--- src/uer_pkg.sv ---
package uer_pkg;

  // Widths of the stream fields and configuration registers
  localparam int TIMER_IN_W   = 16;
  localparam int DIST_W       = 15;
  localparam int MAX_DIST_W   = 14;
  localparam int LIMIT_W      = 16;
  localparam int WAIT_W       = 17;
  localparam int CFG_DATA_W   = 16;
  localparam int S_TDATA_W    = 24;
  localparam int M_TDATA_W    = 24;

  localparam int TIMER_BITS_DEFAULT = 16;

  // Register indexes of the configuration channel
  localparam logic CFG_TIMEOUT_LIMIT = 1'b0;
  localparam logic CFG_MAX_DISTANCE  = 1'b1;

  localparam logic [LIMIT_W-1:0]    TIMEOUT_LIMIT_RESET = 16'd50000;
  localparam logic [MAX_DIST_W-1:0] MAX_DISTANCE_RESET  = 14'd4000;

  // Distance marked invalid or pending
  localparam logic [DIST_W-1:0] DIST_INVALID = '1;
  localparam logic [WAIT_W-1:0] WAIT_MAX     = '1;

  // mm = us * 170 / 1000 = (us * 17) / 100.
  // us * 17 stays below 2^21; /100 is a multiply by ceil(2^27/100) and a shift,
  // exact for every product below 2^27/72.
  localparam int SCALED_W  = 21;
  localparam int DIV_SHIFT = 27;
  localparam logic [SCALED_W-1:0] DIV_MULT = 21'd1342178;

  // Input kinds carried in s_axis_tuser
  localparam logic OP_POLL    = 1'b0;
  localparam logic OP_TRIGGER = 1'b1;

  typedef enum logic [1:0] {
    PH_IDLE    = 2'd0,
    PH_TRIG    = 2'd1,
    PH_HIGH    = 2'd2,
    PH_TIMEOUT = 2'd3
  } phase_t;

endpackage

--- src/ultrasonic_echo_ranger.sv ---
// Channel    Direction  Handshake              Payload
// s_axis     in         s_axis_tvalid/tready   tuser: op; tdata: echo_level, timer_count
// m_axis     out        m_axis_tvalid/tready   tdata: ranger_state, distance, trigger_pulse
// cfg        in         cfg_valid/cfg_ready    cfg_index, cfg_data
//
// One beat in gives one beat out; the block takes a beat in every cycle unless a full output
// register is stalled. The result of a beat is computed in the accepting cycle and is loaded
// into the output register at the end of that cycle; the distance path (subtract, constant multiply, compare)
// sets the clock period.
// s_axis_tready stays high while the output register is empty or being drained, so a
// stalled output holds exactly one finished beat and blocks input only then.
// rst (synchronous) returns the ranger to idle, distance to invalid and the
// registers to timeout_limit 50000, max_distance 4000; cfg_ready is always high.
module ultrasonic_echo_ranger #(
  parameter int TIMER_BITS = uer_pkg::TIMER_BITS_DEFAULT
) (
  input  logic                          clk,
  input  logic                          rst,
  // Input beat
  input  logic                          s_axis_tvalid,
  output logic                          s_axis_tready,
  input  logic [uer_pkg::S_TDATA_W-1:0] s_axis_tdata,  // [0] echo_level, [16:1] timer_count, [23:17] zero
  input  logic                          s_axis_tuser,  // [0] op: 0 poll tick, 1 trigger
  // Result beat
  output logic                          m_axis_tvalid,
  input  logic                          m_axis_tready,
  output logic [uer_pkg::M_TDATA_W-1:0] m_axis_tdata,  // [1:0] ranger_state, [16:2] distance,
                                                       // [17] trigger_pulse, [23:18] zero
  // Configuration writes
  input  logic                          cfg_valid,
  output logic                          cfg_ready,
  input  logic                          cfg_index,
  input  logic [uer_pkg::CFG_DATA_W-1:0] cfg_data
);
  import uer_pkg::*;

  // Only the low bits of the 16-bit timer field that the timer really has are used
  localparam int STAMP_W = (TIMER_BITS < TIMER_IN_W) ? TIMER_BITS : TIMER_IN_W;

  // Configuration registers
  logic [LIMIT_W-1:0]    timeout_limit;
  logic [MAX_DIST_W-1:0] max_distance;

  // Ranger state
  phase_t               phase;
  phase_t               phase_next;
  logic [STAMP_W-1:0]   start_stamp;
  logic [STAMP_W-1:0]   start_stamp_next;
  logic [WAIT_W-1:0]    wait_count;
  logic [WAIT_W-1:0]    wait_count_next;
  logic [DIST_W-1:0]    last_distance;
  logic [DIST_W-1:0]    last_distance_next;
  logic                 pulse_next;

  // Output register
  logic                 out_valid;
  logic [1:0]           out_state;
  logic [DIST_W-1:0]    out_distance;
  logic                 out_pulse;

  // Input fields
  logic                 in_accept;
  logic                 op;
  logic                 echo_level;
  logic [TIMER_IN_W-1:0] timer_count;
  logic [STAMP_W-1:0]   now;

  // Distance datapath
  logic                   in_order;
  logic [STAMP_W-1:0]     duration;
  logic [TIMER_IN_W-1:0]  duration_us;
  logic [SCALED_W-1:0]    scaled;
  logic [2*SCALED_W-1:0]  product;
  logic [MAX_DIST_W-1:0]  mm;
  logic [DIST_W-1:0]      measured;

  // Wait counter
  logic [WAIT_W-1:0]    wait_inc;
  logic                 wait_over;

  assign in_accept   = s_axis_tvalid & s_axis_tready;
  assign op          = s_axis_tuser;
  assign echo_level  = s_axis_tdata[0];
  assign timer_count = s_axis_tdata[TIMER_IN_W:1];
  assign now         = timer_count[STAMP_W-1:0];

  // Take a new beat whenever the output register is free or drains this cycle
  assign s_axis_tready = ~out_valid | m_axis_tready;
  assign cfg_ready     = 1'b1;

  // Echo pulse width in microseconds; a wrapped timer gives no distance
  assign in_order    = (now >= start_stamp);
  assign duration    = now - start_stamp;
  assign duration_us = TIMER_IN_W'(duration);
  // us * 17 as shift and add, then divide by 100 through the reciprocal
  assign scaled      = {duration_us, 4'b0000} + SCALED_W'(duration_us);
  assign product     = scaled * DIV_MULT;
  assign mm          = product[DIV_SHIFT +: MAX_DIST_W];
  assign measured    = (in_order && (mm <= max_distance)) ? DIST_W'(mm) : DIST_INVALID;

  // Saturate the wait counter; declare timeout once it passes the limit
  assign wait_inc  = (wait_count < WAIT_MAX) ? wait_count + WAIT_W'(1) : wait_count;
  assign wait_over = (wait_inc > WAIT_W'(timeout_limit));

  // Next phase
  always_comb begin
    phase_next = phase;
    if (op == OP_TRIGGER) begin
      if (phase == PH_IDLE) begin
        phase_next = PH_TRIG;
      end
    end else begin
      unique case (phase)
        PH_IDLE: begin
          phase_next = PH_IDLE;
        end
        PH_TRIG: begin
          if (echo_level) begin
            phase_next = PH_HIGH;
          end else if (wait_over) begin
            phase_next = PH_TIMEOUT;
          end
        end
        PH_HIGH: begin
          if (!echo_level) begin
            phase_next = PH_IDLE;
          end else if (wait_over) begin
            phase_next = PH_TIMEOUT;
          end
        end
        PH_TIMEOUT: begin
          phase_next = PH_IDLE;
        end
        default: begin
          phase_next = PH_IDLE;
        end
      endcase
    end
  end

  // Datapath updates that go with each phase
  always_comb begin
    start_stamp_next   = start_stamp;
    wait_count_next    = wait_count;
    last_distance_next = last_distance;
    pulse_next         = 1'b0;
    if (op == OP_TRIGGER) begin
      if (phase == PH_IDLE) begin
        pulse_next         = 1'b1;
        wait_count_next    = '0;
        last_distance_next = DIST_INVALID;
      end
    end else begin
      unique case (phase)
        PH_IDLE: begin
          pulse_next = 1'b0;
        end
        PH_TRIG: begin
          if (echo_level) begin
            start_stamp_next = now;
            wait_count_next  = '0;
          end else begin
            wait_count_next = wait_inc;
          end
        end
        PH_HIGH: begin
          if (!echo_level) begin
            last_distance_next = measured;
          end else begin
            wait_count_next = wait_inc;
          end
        end
        PH_TIMEOUT: begin
          last_distance_next = DIST_INVALID;
        end
        default: begin
          pulse_next = 1'b0;
        end
      endcase
    end
  end

  // Configuration registers
  always_ff @(posedge clk) begin
    if (rst) begin
      timeout_limit <= TIMEOUT_LIMIT_RESET;
      max_distance  <= MAX_DISTANCE_RESET;
    end else if (cfg_valid && cfg_ready) begin
      unique case (cfg_index)
        CFG_TIMEOUT_LIMIT: timeout_limit <= cfg_data[LIMIT_W-1:0];
        CFG_MAX_DISTANCE:  max_distance  <= cfg_data[MAX_DIST_W-1:0];
        default:           timeout_limit <= timeout_limit;
      endcase
    end
  end

  // Ranger state advances on every accepted beat
  always_ff @(posedge clk) begin
    if (rst) begin
      phase         <= PH_IDLE;
      start_stamp   <= '0;
      wait_count    <= '0;
      last_distance <= DIST_INVALID;
    end else if (in_accept) begin
      phase         <= phase_next;
      start_stamp   <= start_stamp_next;
      wait_count    <= wait_count_next;
      last_distance <= last_distance_next;
    end
  end

  // Output register: load on accept, drop once the beat is taken
  always_ff @(posedge clk) begin
    if (rst) begin
      out_valid <= 1'b0;
    end else if (in_accept) begin
      out_valid <= 1'b1;
    end else if (m_axis_tready) begin
      out_valid <= 1'b0;
    end
  end

  always_ff @(posedge clk) begin
    if (in_accept) begin
      out_state    <= phase_next;
      out_distance <= last_distance_next;
      out_pulse    <= pulse_next;
    end
  end

  assign m_axis_tvalid = out_valid;
  assign m_axis_tdata  = M_TDATA_W'({out_pulse, out_distance, out_state});

  // A trigger pulse only ever leaves with the triggered state and an invalid distance
  a_pulse_state: assert property (@(posedge clk) disable iff (rst)
    (out_valid && out_pulse) |-> (out_state == PH_TRIG && out_distance == DIST_INVALID))
    else $error("trigger pulse without triggered state");

  // While a measurement is open the distance reads as invalid
  a_busy_invalid: assert property (@(posedge clk) disable iff (rst)
    (phase != PH_IDLE) |-> (last_distance == DIST_INVALID))
    else $error("distance valid while busy");

  // The output register mirrors the state it was loaded with
  a_out_tracks_state: assert property (@(posedge clk) disable iff (rst)
    in_accept |=> (out_valid && out_state == phase && out_distance == last_distance))
    else $error("output beat does not match ranger state");

  // A freshly measured distance never exceeds the configured maximum
  a_dist_bound: assert property (@(posedge clk) disable iff (rst)
    (measured != DIST_INVALID) |-> (measured <= DIST_W'(max_distance)))
    else $error("distance above maximum");

endmodule
--- config.mk ---
export PLATFORM = sky130hd
export DESIGN_NAME = ultrasonic_echo_ranger
export DESIGN_NICKNAME = d
export VERILOG_FILES = /design/src/uer_pkg.sv /design/src/ultrasonic_echo_ranger.sv
export SDC_FILE = /design/constraint.sdc
export NUM_CORES = 1
export LEC_CHECK = 0
export CELL_PAD_IN_SITES_DETAIL_PLACEMENT = 0
export CELL_PAD_IN_SITES_GLOBAL_PLACEMENT = 1
export CORE_ASPECT_RATIO = 0.6
export CORE_MARGIN = 3
export CORE_UTILIZATION = 55
export DETAILED_ROUTE_END_ITERATION = 10
export DONT_BUFFER_PORTS = 1
export GPL_ROUTABILITY_DRIVEN = 0
export MAX_ROUTING_LAYER = met4
export PLACE_DENSITY_LB_ADDON = 0.15
export SETUP_SLACK_MARGIN = 0.1
export SYNTH_ARGS = -nofsm -noshare
export SYNTH_HDL_FRONTEND = slang
export SYNTH_SLANG_ARGS = --single-unit
--- constraint.sdc ---
create_clock -name clk -period 32.6 [get_ports clk]
set_input_delay 0 -clock clk [delete_from_list [all_inputs] [get_ports clk]]
set_output_delay 0 -clock clk [all_outputs]
set_load 0.02 [all_outputs]
### Word-level counts from Yosys, hierarchy flattened

Index checks and enable logic that the tools add are counted.

* $add $sub $neg: 3
* $mul: 1
* magnitude comparators: 4
* equal/unequal tests: 5
* multiplexer cells: 20
* bitwise gates (word level): 5
* reduce and logical (&&, ||, !) cells: 9

Operators with widths (count)
* $mux 17: 5
* $mux 15: 4
* $mul 21x20->40 const B: 1
* $pmux 17 s2: 1
* $pmux 15 s2: 1
* $add 20x16->21: 1
* $add 17x1->17 const B: 1
* $gt 17x16->1: 1
* $lt 17x17->1 const B: 1
* $ge 16x16->1: 1
* $sub 16x16->16: 1
* $le 14x14->1: 1
* $mux 2: 5
* $reduce_and 4->1: 2
* $pmux 2 s3: 1
* $eq 2x2->1 const B: 2
* $reduce_and 2->1: 2
* $mux 1: 3
* $ne 3x3->1 const B: 1
* $not 1->1: 3
* $reduce_bool 3->1: 1
* $eq 2x1->1 const B: 1
* $logic_not 2->1: 1
* $ne 2x1->1 const B: 1
* other kinds (5): 5

* register bits: 99
* input bits: 47
* output and inout port bits: 27
* word-level logic and storage cells: 57

### Depth between registers and ports, before layout

* word-level depth: 9
* mapped depth: 53
* depth with buffers taken out: 52

### Worst setup path before layout

OpenSTA, ideal clock, no wires.

* kind: flip-flop to flip-flop
* start point: register start_stamp[0]
* end point: register last_distance[2]
* setup time: 0.120 ns
* arrival time: 11.568 ns
* required time: 32.480 ns
* setup slack: 20.912 ns
* cell stages (with the launch flop): 47
* buffers on the path: 2
* clock period less this slack: 11.688 ns
* cell sequence: dfxtp_1 ha_1 fa_1 nor2b_1 o31ai_2 a21oi_1 a311o_1 or2_0 clkbuf_1 inv_1 ha_1 nand2b_1 or4_1 nand4_1 or4b_4 nand2_4 xnor2_1 xnor2_1 (+11 left out) nor2b_1 nand2_1 or4b_2 a211o_1 a21o_1 nand2_1 xor2_1 ha_1 a21o_1 a21o_1 a21o_1 a21o_1 a221oi_1 a21oi_1 a2111o_1 clkbuf_1 nand2b_1 o31a_1

* cells in the longest elaborated chain, start to end: 9
* elaborated cells on any way between the ends: 10
* classes of those cells: add/sub (2); mul (1); order compare (2); mux (4); reduce/logical (1)

RTL lines
* start: declaration: line ultrasonic_echo_ranger.sv:47 `logic [STAMP_W-1:0] start_stamp;`
* start signal: assignment: line ultrasonic_echo_ranger.sv:206 `start_stamp <= start_stamp_next;`
* $sub 16x16->16: line ultrasonic_echo_ranger.sv:93 `assign duration = now - start_stamp;`
* $add 20x16->21: line ultrasonic_echo_ranger.sv:96 `assign scaled = {duration_us, 4'b0000} + SCALED_W'(duration_us);`
* $mul 21x20->40: line ultrasonic_echo_ranger.sv:97 `assign product = scaled * DIV_MULT;`
* $le 14x14->1: line ultrasonic_echo_ranger.sv:99 `assign measured = (in_order && (mm <= max_distance)) ? DIST_W'(mm) : DIST_INVALID;`
* $logic_and 1x1->1: line ultrasonic_echo_ranger.sv:99
* $mux 15 *: line ultrasonic_echo_ranger.sv:99
* $mux 15 *: line ultrasonic_echo_ranger.sv:167 `if (!echo_level) begin`
* $pmux 15 s2 *: line ultrasonic_echo_ranger.sv:154 `unique case (phase)`
* $mux 15 *: line ultrasonic_echo_ranger.sv:147 `if (op == OP_TRIGGER) begin`
* end signal: assignment: line ultrasonic_echo_ranger.sv:208 `last_distance <= last_distance_next;`
* end: declaration: line ultrasonic_echo_ranger.sv:51 `logic [DIST_W-1:0] last_distance;`

Every way passes the cells marked *; elsewhere a longest branch is shown, timed or not.
A chain may end at the register's enable or synchronous reset.

### Worst setup path after layout

* start point: register start_stamp[6]
* end point: register last_distance[12]

The elaborated chain is that of the path after synthesis.

==> impl_metrics.env <==
export IMPL_max_stage_delay_ns=0.91
export IMPL_yosysTopAreaCell="ha_1"
export IMPL_worst_clock_skew_ns=0.00871
export IMPL_post_route_drc_count=0
export IMPL_instances_no_fill=2102
export IMPL_seq_area_frac_synth=0.144
export IMPL_synth_top_area_frac=0.229
export IMPL_antenna_left=0
export IMPL_cts_resized=0
export IMPL_vias=11800
export IMPL_worstPathRequired_ns=32.85
export IMPL_cp_end_kind="flip-flop"
export IMPL_antenna_found_initial=0
export IMPL_coreArea_mm2=0.0266
export IMPL_cts_made_buffers=9
export IMPL_rows=46
export IMPL_dp_hpwl_mm=32.2
export IMPL_final_layout_size_suffix_gt1_frac=0.0333
export IMPL_ys_flop_type="dfxtp_1"
export IMPL_wl_per_cell_um=18.4
export IMPL_synthDistinctLibCells=91
export IMPL_die_height_um=134
export IMPL_firstDrtPassIters=5
export IMPL_grt_pass1_vias=11200
export IMPL_crit_type="reg -> reg"
export IMPL_gr_total_overflow=0
export IMPL_yosysWarnings=0
export IMPL_start_util=0.563
export IMPL_synth_common_cells="inv_1, ha_1, nand2_1"
export IMPL_hold_viol_final=0
export IMPL_htreeDepth=3
export IMPL_max_cap_violations=0
export IMPL_tns_ns=0
export IMPL_area_growth_synth_to_final_pct=7.03
export IMPL_cp_start_kind="flip-flop"
export IMPL_cts_tree="yes"
export IMPL_numPortBuffers=0
export IMPL_cts_sinks=99
export IMPL_timing_final_crit_period_ns=13.78
export IMPL_grt_usage=0.281
export IMPL_grt_pass1_wl_mm=61.9
export IMPL_die_area_mm2=0.0293
export IMPL_insertion_delay_ns=0.36
export IMPL_ys_seq_elements=99
export IMPL_yosysMostFrequentCell="inv_1"
export IMPL_arrival_ns=14.03
export IMPL_async_reset_ff_frac=0
export IMPL_status="completed"
export IMPL_max_freq_ghz=0.0726
export IMPL_routed_wl_mm=38.6
export IMPL_synth_edff_count=18
export IMPL_critical_path_slowest_cell="xnor2_1"
export IMPL_final_nets=2203
export IMPL_drt_iter0_markers=830
export IMPL_syn_avg_cell_area_um2=8.71
export IMPL_utilization=0.602
export IMPL_synth_area_leaders="ha_1, fa_1, dfxtp_1"
export IMPL_slew_viol_final=0
export IMPL_dp_cells=2045
export IMPL_avgViaCountPerCell=5.62
export IMPL_dieWidth_um=219
export IMPL_clockBufferDepth=2
export IMPL_cts_root_buf="clkbuf_16"
export IMPL_slew_headroom=0.246
export IMPL_min_period_over_period=0.423
export IMPL_synth_cells=1718
export IMPL_setup_viol=0
export IMPL_worst_pin_slew_ns=1.12
export IMPL_netlist_area_mm2=0.0150
export IMPL_clk_pin_slew_ns=0.07
export IMPL_io_pins=74
export IMPL_grt_max_degree=84
export IMPL_path_max_fanout=12
export IMPL_rsz0062_at_grt="false"
export IMPL_min_path_type="in -> reg"
export IMPL_n_fill_cell=2438
==> cell usage in the layout, fill, tap and decap left out, types with 5 or more instances in the layout <==
cell type / Yosys / final
nand2b_1: 22 / 22
xor2_1: 26 / 26
o22ai_1: 11 / 11
or3_1: 8 / 8
buf_4: 8 / 11
xnor2_1: 54 / 54
o211ai_1: 6 / 6
nor3_1: 14 / 14
ha_1: 274 / 274
o21ai_0: 40 / 40
a31oi_1: 11 / 11
a211oi_1: 14 / 14
and3_1: 18 / 18
edfxtp_1: 18 / 18
o22a_1: 9 / 9
nand2_1: 155 / 155
a21oi_1: 108 / 108
a211o_1: 11 / 11
nand3b_1: 9 / 9
inv_1: 335 / 335
clkbuf_16: 0 / 9
nand4_1: 15 / 15
and2_1: 9 / 9
dlygate4sd3_1: 0 / 39
dfxtp_1: 81 / 81
o31a_1: 5 / 5
fa_1: 146 / 146
a21o_1: 42 / 42
o21a_1: 11 / 11
nor2b_1: 6 / 6
a22oi_1: 5 / 5
nor2_1: 85 / 85
o21bai_1: 13 / 13
conb_1: 2 / 7
nand3_1: 20 / 20
==> sequential cells by signal, summed over array words and instances (netlist names) <==
signal / count
wait_count: 17
start_stamp: 16
timeout_limit: 16
last_distance: 15
out_distance: 15
max_distance: 14
out_state: 2
phase: 2
m_axis_tvalid: 1
out_pulse: 1
==> layer usage <==
metal / vias to the layer above / GRT usage / wire [um]
li1: 5766 / - / -
met2: 364 / 0.347 / 14400
met3: 14 / 0.0867 / 3940
met5: - / - / 0
met4: 0 / 0.0284 / 176
met1: 5676 / 0.452 / 20100
==> metrics by stage <==
stage	setup WS (ns)	cell area (um^2)	hold slack, ns
3_5_place_dp	19.04	15300	0.0793
2_1_floorplan	20.91	15000	0.118
6_report	18.82	16000	0.00868
4_1_cts	19.00	16000	0.0113
3_3_place_gp	19.11	15300	0.0777
5_1_grt	17.90	16000	0.0219
==> logic make-up after synthesis <==
group                    after synthesis  synth area share
buffers and inverters                389             0.101
AND/OR/NAND/NOR                      385             0.124
XOR/XNOR                              83            0.0501
AO/OA/AOI/OAI                        335             0.153
other                                  2          0.000502
flip-flops                            99             0.144
adder cells (fa/ha/maj)              422             0.426
multiplexers                           3           0.00201
==> worst max-delay path: cells and delay by family, from the launching register on <==
| family | cells | cell delay [ns] |
|---|---|---|
| AOI/OAI and AO/OA | 18 | 4.46 |
| adders and majority gates | 11 | 4.59 |
| and+or+nand+nor | 8 | 2.46 |
| buffers and inverters | 5 | 0.65 |
| DFF | 1 | 0.33 |
| xor gates and xnor gates | 2 | 1.19 |
==> area by class of cell <==
type / instances / area, um^2 / share of cell area
inverter: 340 / 1280 / 0.0797
timing repair buffer: 51 / 500 / 0.0312
clock inverter: 5 / 67.6 / 0.00422
tap: 360 / 450 / 0.0281
multi-input combinational: 1235 / 11300 / 0.706
sequential: 99 / 2160 / 0.135
clock buffer: 11 / 243 / 0.0152
antenna: 1 / 2.50 / 0.000156
==> final timing paths <==
kind / depth (start not counted) / from / end / slack, ns
setup / recovery: 44 / start_stamp[6] / last_distance[12] / 18.82
hold / removal: 2 / rst / wait_count[4] / 0.009
setup reg to reg: 44 / start_stamp[6] / last_distance[12] / 18.82
hold reg to reg: 2 / start_stamp[14] / start_stamp[14] / 0.45
==> repair_timing <==
item	in CTS	in global routing
hold buffers	40	0
endpoints found under the setup margin	0	0
buffers inserted	0	0
hold endpoints to repair	86	0
Power is not shown: default switching activity piles up to over one toggle a cycle in this logic, so the estimate is an artifact.
